`src/hw/rtl/ifmt_pkg.sv`:
```
package ifmt_pkg;

  // Conversion kinds carried on the conversion field
  typedef enum logic [2:0] {
    CONV_SDEC = 3'd0,
    CONV_UDEC = 3'd1,
    CONV_LHEX = 3'd2,
    CONV_UHEX = 3'd3,
    CONV_PTR  = 3'd4
  } conv_e;

  // Sequencer states, one-hot
  typedef enum logic [8:0] {
    ST_IDLE  = 9'b000000001,
    ST_CONV  = 9'b000000010,
    ST_SETUP = 9'b000000100,
    ST_SPACE = 9'b000001000,
    ST_SIGN  = 9'b000010000,
    ST_PRE0  = 9'b000100000,
    ST_PREX  = 9'b001000000,
    ST_ZERO  = 9'b010000000,
    ST_DIGIT = 9'b100000000
  } state_e;

  localparam int unsigned VAL_W      = 32;
  localparam int unsigned BCD_DIGITS = 10;
  localparam int unsigned BCD_W      = 4 * BCD_DIGITS;
  localparam int unsigned CNT_W      = 6;

  localparam logic [7:0] CH_SPACE = 8'h20;
  localparam logic [7:0] CH_MINUS = 8'h2D;
  localparam logic [7:0] CH_ZERO  = 8'h30;
  localparam logic [7:0] CH_LOW_X = 8'h78;
  localparam logic [7:0] CH_UP_X  = 8'h58;
  localparam logic [7:0] CH_LOW_A = 8'h61;
  localparam logic [7:0] CH_UP_A  = 8'h41;

  localparam logic [3:0] HEX_DIGITS = 4'd8;

endpackage

```
`src/hw/rtl/integer_field_formatter.sv`:
```
// Integer field formatter: turns one 32-bit word into a formatted ASCII field.
// Input: raise start_i with conversion_i, value_i, width_i, precision_i,
// zero_pad_i, alternate_i and left_align_i; the item is taken at the clock
// edge where start_i is high and busy_o is low. busy_o stays high until the
// last character of the field has left.
// Output: one character per cycle on character_o, marked by char_valid_o;
// last_o flags the final character. The receiver cannot stall, so characters
// leave back to back without gaps once emission starts.
// Decimal kinds run a shift-and-add-3 binary to BCD loop, one bit a cycle;
// hex and pointer load their nibbles directly. A setup state then sizes
// padding, and characters follow one per cycle.
// A field is 1 to 62 characters long. A new item is taken only once busy_o
// has fallen; the BCD loop dominates the busy time of the decimal kinds.
// Unused conversion codes are taken and produce no characters.
// Reset (rst_ni low, asynchronous) returns the sequencer to idle and drops
// any field in progress.
module integer_field_formatter
  import ifmt_pkg::*;
#(
  parameter int unsigned MAX_PAD = 60
) (
  input  logic                    clk_i,
  input  logic                    rst_ni,
  input  logic                    start_i,
  output logic                    busy_o,
  input  logic [2:0]              conversion_i,
  input  logic [VAL_W-1:0]        value_i,
  input  logic [CNT_W-1:0]        width_i,
  input  logic [CNT_W-1:0]        precision_i,
  input  logic                    zero_pad_i,
  input  logic                    alternate_i,
  input  logic                    left_align_i,
  output logic                    char_valid_o,
  output logic [7:0]              character_o,
  output logic                    last_o
);

  localparam logic [CNT_W-1:0] MaxPad   = CNT_W'(MAX_PAD);
  localparam logic [4:0]       ConvLast = 5'(VAL_W - 1);

  // Pick the first non-empty emission phase in field order
  function automatic state_e pick_phase(input logic sp, input logic sg,
                                        input logic pf, input logic zr);
    state_e s;
    if (sp) begin
      s = ST_SPACE;
    end else if (sg) begin
      s = ST_SIGN;
    end else if (pf) begin
      s = ST_PRE0;
    end else if (zr) begin
      s = ST_ZERO;
    end else begin
      s = ST_DIGIT;
    end
    return s;
  endfunction

  // Significant digit count, at least one
  function automatic logic [3:0] digit_count(input logic [BCD_W-1:0] d);
    logic [3:0] n;
    int         i;
    n = 4'd1;
    for (i = 0; i < BCD_DIGITS; i++) begin
      if (d[4*i +: 4] != 4'd0) begin
        n = 4'(i + 1);
      end
    end
    return n;
  endfunction

  state_e             state_q, state_d;
  conv_e              conv_q, conv_d;
  logic               neg_q, neg_d;
  logic               prefix_q, prefix_d;
  logic               zp_q, zp_d;
  logic [CNT_W-1:0]   w_q, w_d;
  logic [CNT_W-1:0]   p_q, p_d;
  logic [VAL_W-1:0]   bin_q, bin_d;
  logic [BCD_W-1:0]   dig_q, dig_d;
  logic [4:0]         cnt_q, cnt_d;
  logic [CNT_W-1:0]   spaces_q, spaces_d;
  logic [CNT_W-1:0]   zeros_q, zeros_d;
  logic [3:0]         idx_q, idx_d;

  logic               accept;
  logic [BCD_W-1:0]   dig_adj;
  logic [3:0]         nd;
  logic signed [7:0]  len_s, w_s, p_s, max_lp, target_s, sp_s, zr_s;
  logic [CNT_W-1:0]   sp_cnt, zr_cnt;
  logic [3:0]         nib;
  logic [7:0]         letter;

  assign busy_o = (state_q != ST_IDLE);
  assign accept = start_i && !busy_o;

  // Add-3 correction on every BCD digit: the shared step of the BCD loop
  always_comb begin
    for (int j = 0; j < BCD_DIGITS; j++) begin
      dig_adj[4*j +: 4] = (dig_q[4*j +: 4] >= 4'd5) ? dig_q[4*j +: 4] + 4'd3
                                                     : dig_q[4*j +: 4];
    end
  end

  // Field sizing, used in the setup cycle
  always_comb begin
    nd       = digit_count(dig_q);
    len_s    = $signed({4'b0000, nd}) + $signed({7'b0000000, neg_q});
    w_s      = $signed({2'b00, w_q}) - (prefix_q ? 8'sd2 : 8'sd0);
    p_s      = $signed({2'b00, p_q});
    max_lp   = (len_s > p_s) ? len_s : p_s;
    target_s = (zp_q && (p_q == '0)) ? w_s : p_s;
    sp_s     = zp_q ? 8'sd0 : (w_s - max_lp);
    zr_s     = target_s - len_s;
    sp_cnt   = sp_s[7] ? '0 : sp_s[CNT_W-1:0];
    zr_cnt   = zr_s[7] ? '0 : zr_s[CNT_W-1:0];
    if (conv_q == CONV_UDEC) begin
      sp_cnt = '0;
      zr_cnt = '0;
    end else if (conv_q == CONV_PTR) begin
      sp_cnt = '0;
      zr_cnt = {2'b00, HEX_DIGITS - nd};
    end
  end

  always_comb begin
    state_d  = state_q;
    conv_d   = conv_q;
    neg_d    = neg_q;
    prefix_d = prefix_q;
    zp_d     = zp_q;
    w_d      = w_q;
    p_d      = p_q;
    bin_d    = bin_q;
    dig_d    = dig_q;
    cnt_d    = cnt_q;
    spaces_d = spaces_q;
    zeros_d  = zeros_q;
    idx_d    = idx_q;
    case (state_q)
      ST_IDLE: begin
        if (accept) begin
          conv_d   = conv_e'(conversion_i);
          zp_d     = zero_pad_i;
          w_d      = (width_i > MaxPad) ? MaxPad : width_i;
          p_d      = (precision_i > MaxPad) ? MaxPad : precision_i;
          neg_d    = 1'b0;
          prefix_d = 1'b0;
          cnt_d    = '0;
          case (conv_e'(conversion_i))
            CONV_SDEC: begin
              neg_d   = value_i[VAL_W-1];
              bin_d   = value_i[VAL_W-1] ? (~value_i + VAL_W'(1)) : value_i;
              dig_d   = '0;
              state_d = ST_CONV;
            end
            CONV_UDEC: begin
              bin_d   = value_i;
              dig_d   = '0;
              state_d = ST_CONV;
            end
            CONV_LHEX, CONV_UHEX: begin
              prefix_d = alternate_i && !left_align_i;
              dig_d    = {{(BCD_W-VAL_W){1'b0}}, value_i};
              state_d  = ST_SETUP;
            end
            CONV_PTR: begin
              prefix_d = 1'b1;
              dig_d    = {{(BCD_W-VAL_W){1'b0}}, value_i};
              state_d  = ST_SETUP;
            end
            default: begin
              state_d = ST_IDLE;
            end
          endcase
        end
      end
      ST_CONV: begin
        // shift one binary bit into the corrected BCD word
        dig_d = {dig_adj[BCD_W-2:0], bin_q[VAL_W-1]};
        bin_d = {bin_q[VAL_W-2:0], 1'b0};
        cnt_d = cnt_q + 5'd1;
        if (cnt_q == ConvLast) begin
          state_d = ST_SETUP;
        end
      end
      ST_SETUP: begin
        spaces_d = sp_cnt;
        zeros_d  = zr_cnt;
        idx_d    = nd - 4'd1;
        state_d  = pick_phase(sp_cnt != '0, neg_q, prefix_q, zr_cnt != '0);
      end
      ST_SPACE: begin
        spaces_d = spaces_q - CNT_W'(1);
        if (spaces_q == CNT_W'(1)) begin
          state_d = pick_phase(1'b0, neg_q, prefix_q, zeros_q != '0);
        end
      end
      ST_SIGN: begin
        state_d = pick_phase(1'b0, 1'b0, prefix_q, zeros_q != '0);
      end
      ST_PRE0: begin
        state_d = ST_PREX;
      end
      ST_PREX: begin
        state_d = pick_phase(1'b0, 1'b0, 1'b0, zeros_q != '0);
      end
      ST_ZERO: begin
        zeros_d = zeros_q - CNT_W'(1);
        if (zeros_q == CNT_W'(1)) begin
          state_d = ST_DIGIT;
        end
      end
      ST_DIGIT: begin
        idx_d = idx_q - 4'd1;
        if (idx_q == 4'd0) begin
          state_d = ST_IDLE;
        end
      end
      default: begin
        state_d = ST_IDLE;
      end
    endcase
  end

  // Character decode from the current phase
  always_comb begin
    nib          = dig_q[{idx_q, 2'b00} +: 4];
    letter       = (conv_q == CONV_LHEX) ? CH_LOW_A : CH_UP_A;
    char_valid_o = 1'b1;
    last_o       = 1'b0;
    case (state_q)
      ST_SPACE: character_o = CH_SPACE;
      ST_SIGN:  character_o = CH_MINUS;
      ST_PRE0:  character_o = CH_ZERO;
      ST_PREX:  character_o = (conv_q == CONV_UHEX) ? CH_UP_X : CH_LOW_X;
      ST_ZERO:  character_o = CH_ZERO;
      ST_DIGIT: begin
        character_o = (nib < 4'd10) ? (CH_ZERO + {4'b0000, nib})
                                    : (letter + {4'b0000, nib} - 8'd10);
        last_o      = (idx_q == 4'd0);
      end
      default: begin
        character_o  = 8'h00;
        char_valid_o = 1'b0;
      end
    endcase
  end

  always_ff @(posedge clk_i or negedge rst_ni) begin
    if (!rst_ni) begin
      state_q <= ST_IDLE;
    end else begin
      state_q <= state_d;
    end
  end

  // Datapath registers hold their value unless the sequencer advances them
  always_ff @(posedge clk_i) begin
    conv_q   <= conv_d;
    neg_q    <= neg_d;
    prefix_q <= prefix_d;
    zp_q     <= zp_d;
    w_q      <= w_d;
    p_q      <= p_d;
    bin_q    <= bin_d;
    dig_q    <= dig_d;
    cnt_q    <= cnt_d;
    spaces_q <= spaces_d;
    zeros_q  <= zeros_d;
    idx_q    <= idx_d;
  end

  // A character only leaves while a field is in progress
  assert property (@(posedge clk_i) disable iff (!rst_ni)
    char_valid_o |-> busy_o)
    else $error("character strobe while idle");

  // The final character frees the block for the next item
  assert property (@(posedge clk_i) disable iff (!rst_ni)
    last_o |=> !busy_o)
    else $error("still busy after last character");

  // A meaningful conversion always starts work
  assert property (@(posedge clk_i) disable iff (!rst_ni)
    (start_i && !busy_o && (conversion_i == CONV_SDEC || conversion_i == CONV_UDEC ||
     conversion_i == CONV_LHEX || conversion_i == CONV_UHEX ||
     conversion_i == CONV_PTR)) |=> busy_o)
    else $error("accepted item did not start");

  // Strobes only in emission phases, never during the BCD loop
  assert property (@(posedge clk_i) disable iff (!rst_ni)
    (state_q == ST_CONV) |-> !char_valid_o)
    else $error("character during conversion");

endmodule
```
`config.mk`:
```
export PLATFORM = sky130hd
export DESIGN_NAME = integer_field_formatter
export DESIGN_NICKNAME = d
export VERILOG_FILES = /design/src/hw/rtl/ifmt_pkg.sv /design/src/hw/rtl/integer_field_formatter.sv
export SDC_FILE = /design/constraint.sdc
export NUM_CORES = 1
export LEC_CHECK = 0
export ABC_AREA = 1
export BUFFER_PORTS_ARGS = -buffer_cell sky130_fd_sc_hd__buf_2
export CORE_UTILIZATION = 50
export DETAILED_ROUTE_END_ITERATION = 6
export GPL_ROUTABILITY_DRIVEN = 0
export HOLD_SLACK_MARGIN = 0.03
export MAX_ROUTING_LAYER = met4
export PLACE_DENSITY = 0.73
export SLEW_MARGIN = 20
export SYNTH_ARGS = -nofsm -noshare
export SYNTH_HDL_FRONTEND = slang
export SYNTH_SLANG_ARGS = --single-unit
```
`constraint.sdc`:
```
create_clock -name clk_i -period 7.5 [get_ports clk_i]
set_input_delay 1.875 -clock clk_i [delete_from_list [all_inputs] [get_ports clk_i]]
set_output_delay 1.875 -clock clk_i [all_outputs]
set_load 0.1 [all_outputs]
```
==> impl_metrics.toml <==
[power_and_ir_drop]
total_power_uw = 4070
max-vdd-ir-drop_uv = 277
sw_frac_of_total = 0.423
clkPwrFrac = 0.215
p_sw_uw = 1720
leakagePower_uw = 0.00459
comb_power_share = 0.456
power.internal_uw = 2350
p_per_area_mw_per_mm2 = 401
p_seq_frac = 0.329

[floorplan]
coreArea_mm2 = 0.0174
io_pins = 64
initial_core_util = 0.516
die_area_mm2 = 0.0185
rows = 48
die_w_um = 136
die_height_um = 136

[layout]
seq_area_mm2 = 0.00356
antenna_cells = 0
multiInputGateArea_mm2 = 0.00464
nets = 1326
num-fill-cells = 1597
syn2layout_area_growth_pct = 12.7
drive_gt1_frac = 0.115

[logic_synthesis]
yosysSeqAreaShare = 0.396
synth-edff-count = 111
synthFlopType = "edfxtp_1"
async_flop_share = 0.0750
synth-seq-cells = 120
syn_avg_cell_area_um2 = 7.73
syn_area_mm2 = 0.00899
ys_types = 52
synth-warning-count = 0
synth_cells = 1164

[job]
cap_violations = 0

[sta]
skew_ps = 11.8
maxSlewViolCount = 0
fmax_mhz = 188
worst_pin_slew_ps = 1030
fin_tns_setup_ps = 0
slew_headroom = 0.312
rsz0062_at_grt = "false"
hold_violations = 0
period_minus_slack_ps = 5310
setup-violations-final = 0
period_share = 0.708

[worst_setup_path]
crit_top_cell = "nand2_1"
crit_path_top_delay_cell = "edfxtp_1"
start_kind = "flip-flop"
path_cells = "inv_2, o21ai_0, nand2_1, o211ai_1, nand2_1, inv_2, ha_1, inv_1, nor2_1, nor2_1, o21ai_0, nand2_1, nand2_1, buf_2"
cp.arrival_ps = 3440
cpPeakStageDelay_ps = 920
path_class = "flip-flop to output pin"
cp.required_ps = 5620
end_kind = "output pin"
critical_path.max_fanout = 28
ff2ff_setup_slack_ps = 2420

[global_route]
grt_usage = 0.257
overflow = 0
grt_pass1_wl_mm = 35.9
grt_max_degree = 56
grt_antenna_before_repair = 0
grt_pass1_vias = 7510

[routing]
wl_mm = 21.6
drt-vias-per-instance = 5.46
drc = 0
vias = 7941
drt_iter0_drc = 548
wl_per_cell_um = 14.9
ant_nets = 0
detail_route.first_pass.iterations = 5

[clocking]
cts_tree = "built"
cts_setup_buffers = 0
clockBufferDepth = 2
cts-root-buf = "clkbuf_16"
cts_resized = 0
clkTransAtPathRegs_ps = 60
numCtsBuffers = 17
cts_sinks = 120
clock_latency_ps = 420
hold_buffers = 0
htree_levels = 4

[placed_design]
dp_hpwl_mm = 16.2
portBuffers = 62

[run_status]
status = "finished clean"

[worst_hold_path]
worstHoldPathType = "flip-flop to flip-flop"
[worst paths after layout]
kind | cells after the start | from | to
max | 14 | idx_q[0] | character_o[2]
min | 1 | state_q[4] | state_q[6]
max reg2reg | 36 | dig_q[8] | state_q[7]
min reg2reg | 1 | state_q[4] | state_q[6]
max in group asynchronous | 1 | rst_ni | state_q[0]
min in group asynchronous | 1 | rst_ni | state_q[6]
[registers in the layout, indices dropped and copies added, names as in the netlist]
name / flops
bin_q: 32
spaces_q: 6
w_q: 6
conv_q: 3
p_q: 6
dig_q: 40
neg_q: 1
prefix_q: 1
state_q: 9
zp_q: 1
idx_q: 4
zeros_q: 6
cnt_q: 5
[Yosys cell counts, drive strengths merged (6+ instances only)]
| cell type | number | share of area |
|---|---|---|
| ha | 55 | 0.077 |
| o211ai | 9 | 0.0075 |
| xnor2 | 16 | 0.016 |
| inv | 177 | 0.074 |
| o31ai | 10 | 0.0089 |
| dfrtp | 8 | 0.022 |
| or2 | 8 | 0.0056 |
| nor4 | 7 | 0.0065 |
| edfxtp | 111 | 0.37 |
| nand4 | 11 | 0.0077 |
| nor3 | 22 | 0.016 |
| a21oi | 82 | 0.046 |
| o21ai | 126 | 0.072 |
| xor2 | 28 | 0.027 |
| nand3b | 6 | 0.0050 |
| nor2 | 119 | 0.052 |
| clkbuf | 19 | 0.0079 |
| nand3 | 73 | 0.042 |
| buf | 17 | 0.0097 |
| nand2 | 232 | 0.098 |
[critical path, delay by kind of cell (launching register included)]
family,cells,cell delay [ps]
DFF,1,920
buffers and inverters,4,890
AOI/OAI and AO/OA,3,560
and+or+nand+nor,6,480
adders and majority gates,1,160
[metrics by stage]
step / hold slack (ps) / instance area, um2 / std cells / util / setup slack, ps
final: 522 / 10100 / 1454 / 0.582 / 2190
after CTS: 503 / 10100 / 1453 / 0.581 / 2220
after floorplan: 454 / 9000 / 1165 / - / 2030
after global placement: 490 / 9490 / 1421 / 0.545 / 2650
after detailed placement: 488 / 9490 / 1421 / 0.545 / 2480
after global routing: 528 / 10100 / 1454 / 0.582 / 1710
[cell families after synthesis]
logic type,after synthesis,share of synthesized area
compound gates,244,0.149
xor+xnor,44,0.0428
fa+ha+maj,57,0.0810
flops,120,0.396
other cells,2,0.000835
simple gates,481,0.236
buf+inv,213,0.0915
mux,3,0.00334
[per-layer routing]
metal  track usage  routed length (um)  up-vias
li1              -                   -     4003
met1         0.337                9880     3631
met2         0.406               10000      272
met3        0.0388                1330       35
met4        0.0840                 392        0
met5             -                   0        -
[power groups by stage]
stage / Combinational (uW) / Sequential, uW / Clock (uW)
floorplan: 1350 / 1320 / 0
global placement: 1760 / 1340 / 0
detailed placement: 1800 / 1350 / 0
CTS: 1820 / 1340 / 883
global route: 2110 / 1370 / 910
finish: 1860 / 1340 / 874
[final cells by class]
cell class                 count  area share
clock buffer                  23      0.0442
clock inverter                 9      0.0170
tap                          225      0.0278
inverter                     177      0.0655
sequential                   120       0.351
timing repair buffer          68      0.0370
multi-input combinational    832       0.457
[cells in the final DEF, fill, tap and decap left out, types with 6 or more instances in the layout]
cell type,count
o21ai_0,108
buf_2,62
o211ai_1,9
nor3_1,17
a21oi_1,80
ha_1,55
inv_2,16
nand3_1,70
dfrtp_1,8
nand2_1,227
clkbuf_1,6
xnor2_1,16
nand3b_1,6
edfxtp_1,111
o31ai_1,9
nor4_1,6
nand4_1,11
o21ai_1,14
clkbuf_16,17
inv_1,161
xor2_1,28
nor2_1,113
Note: power is estimated with default switching activity, not from simulation.
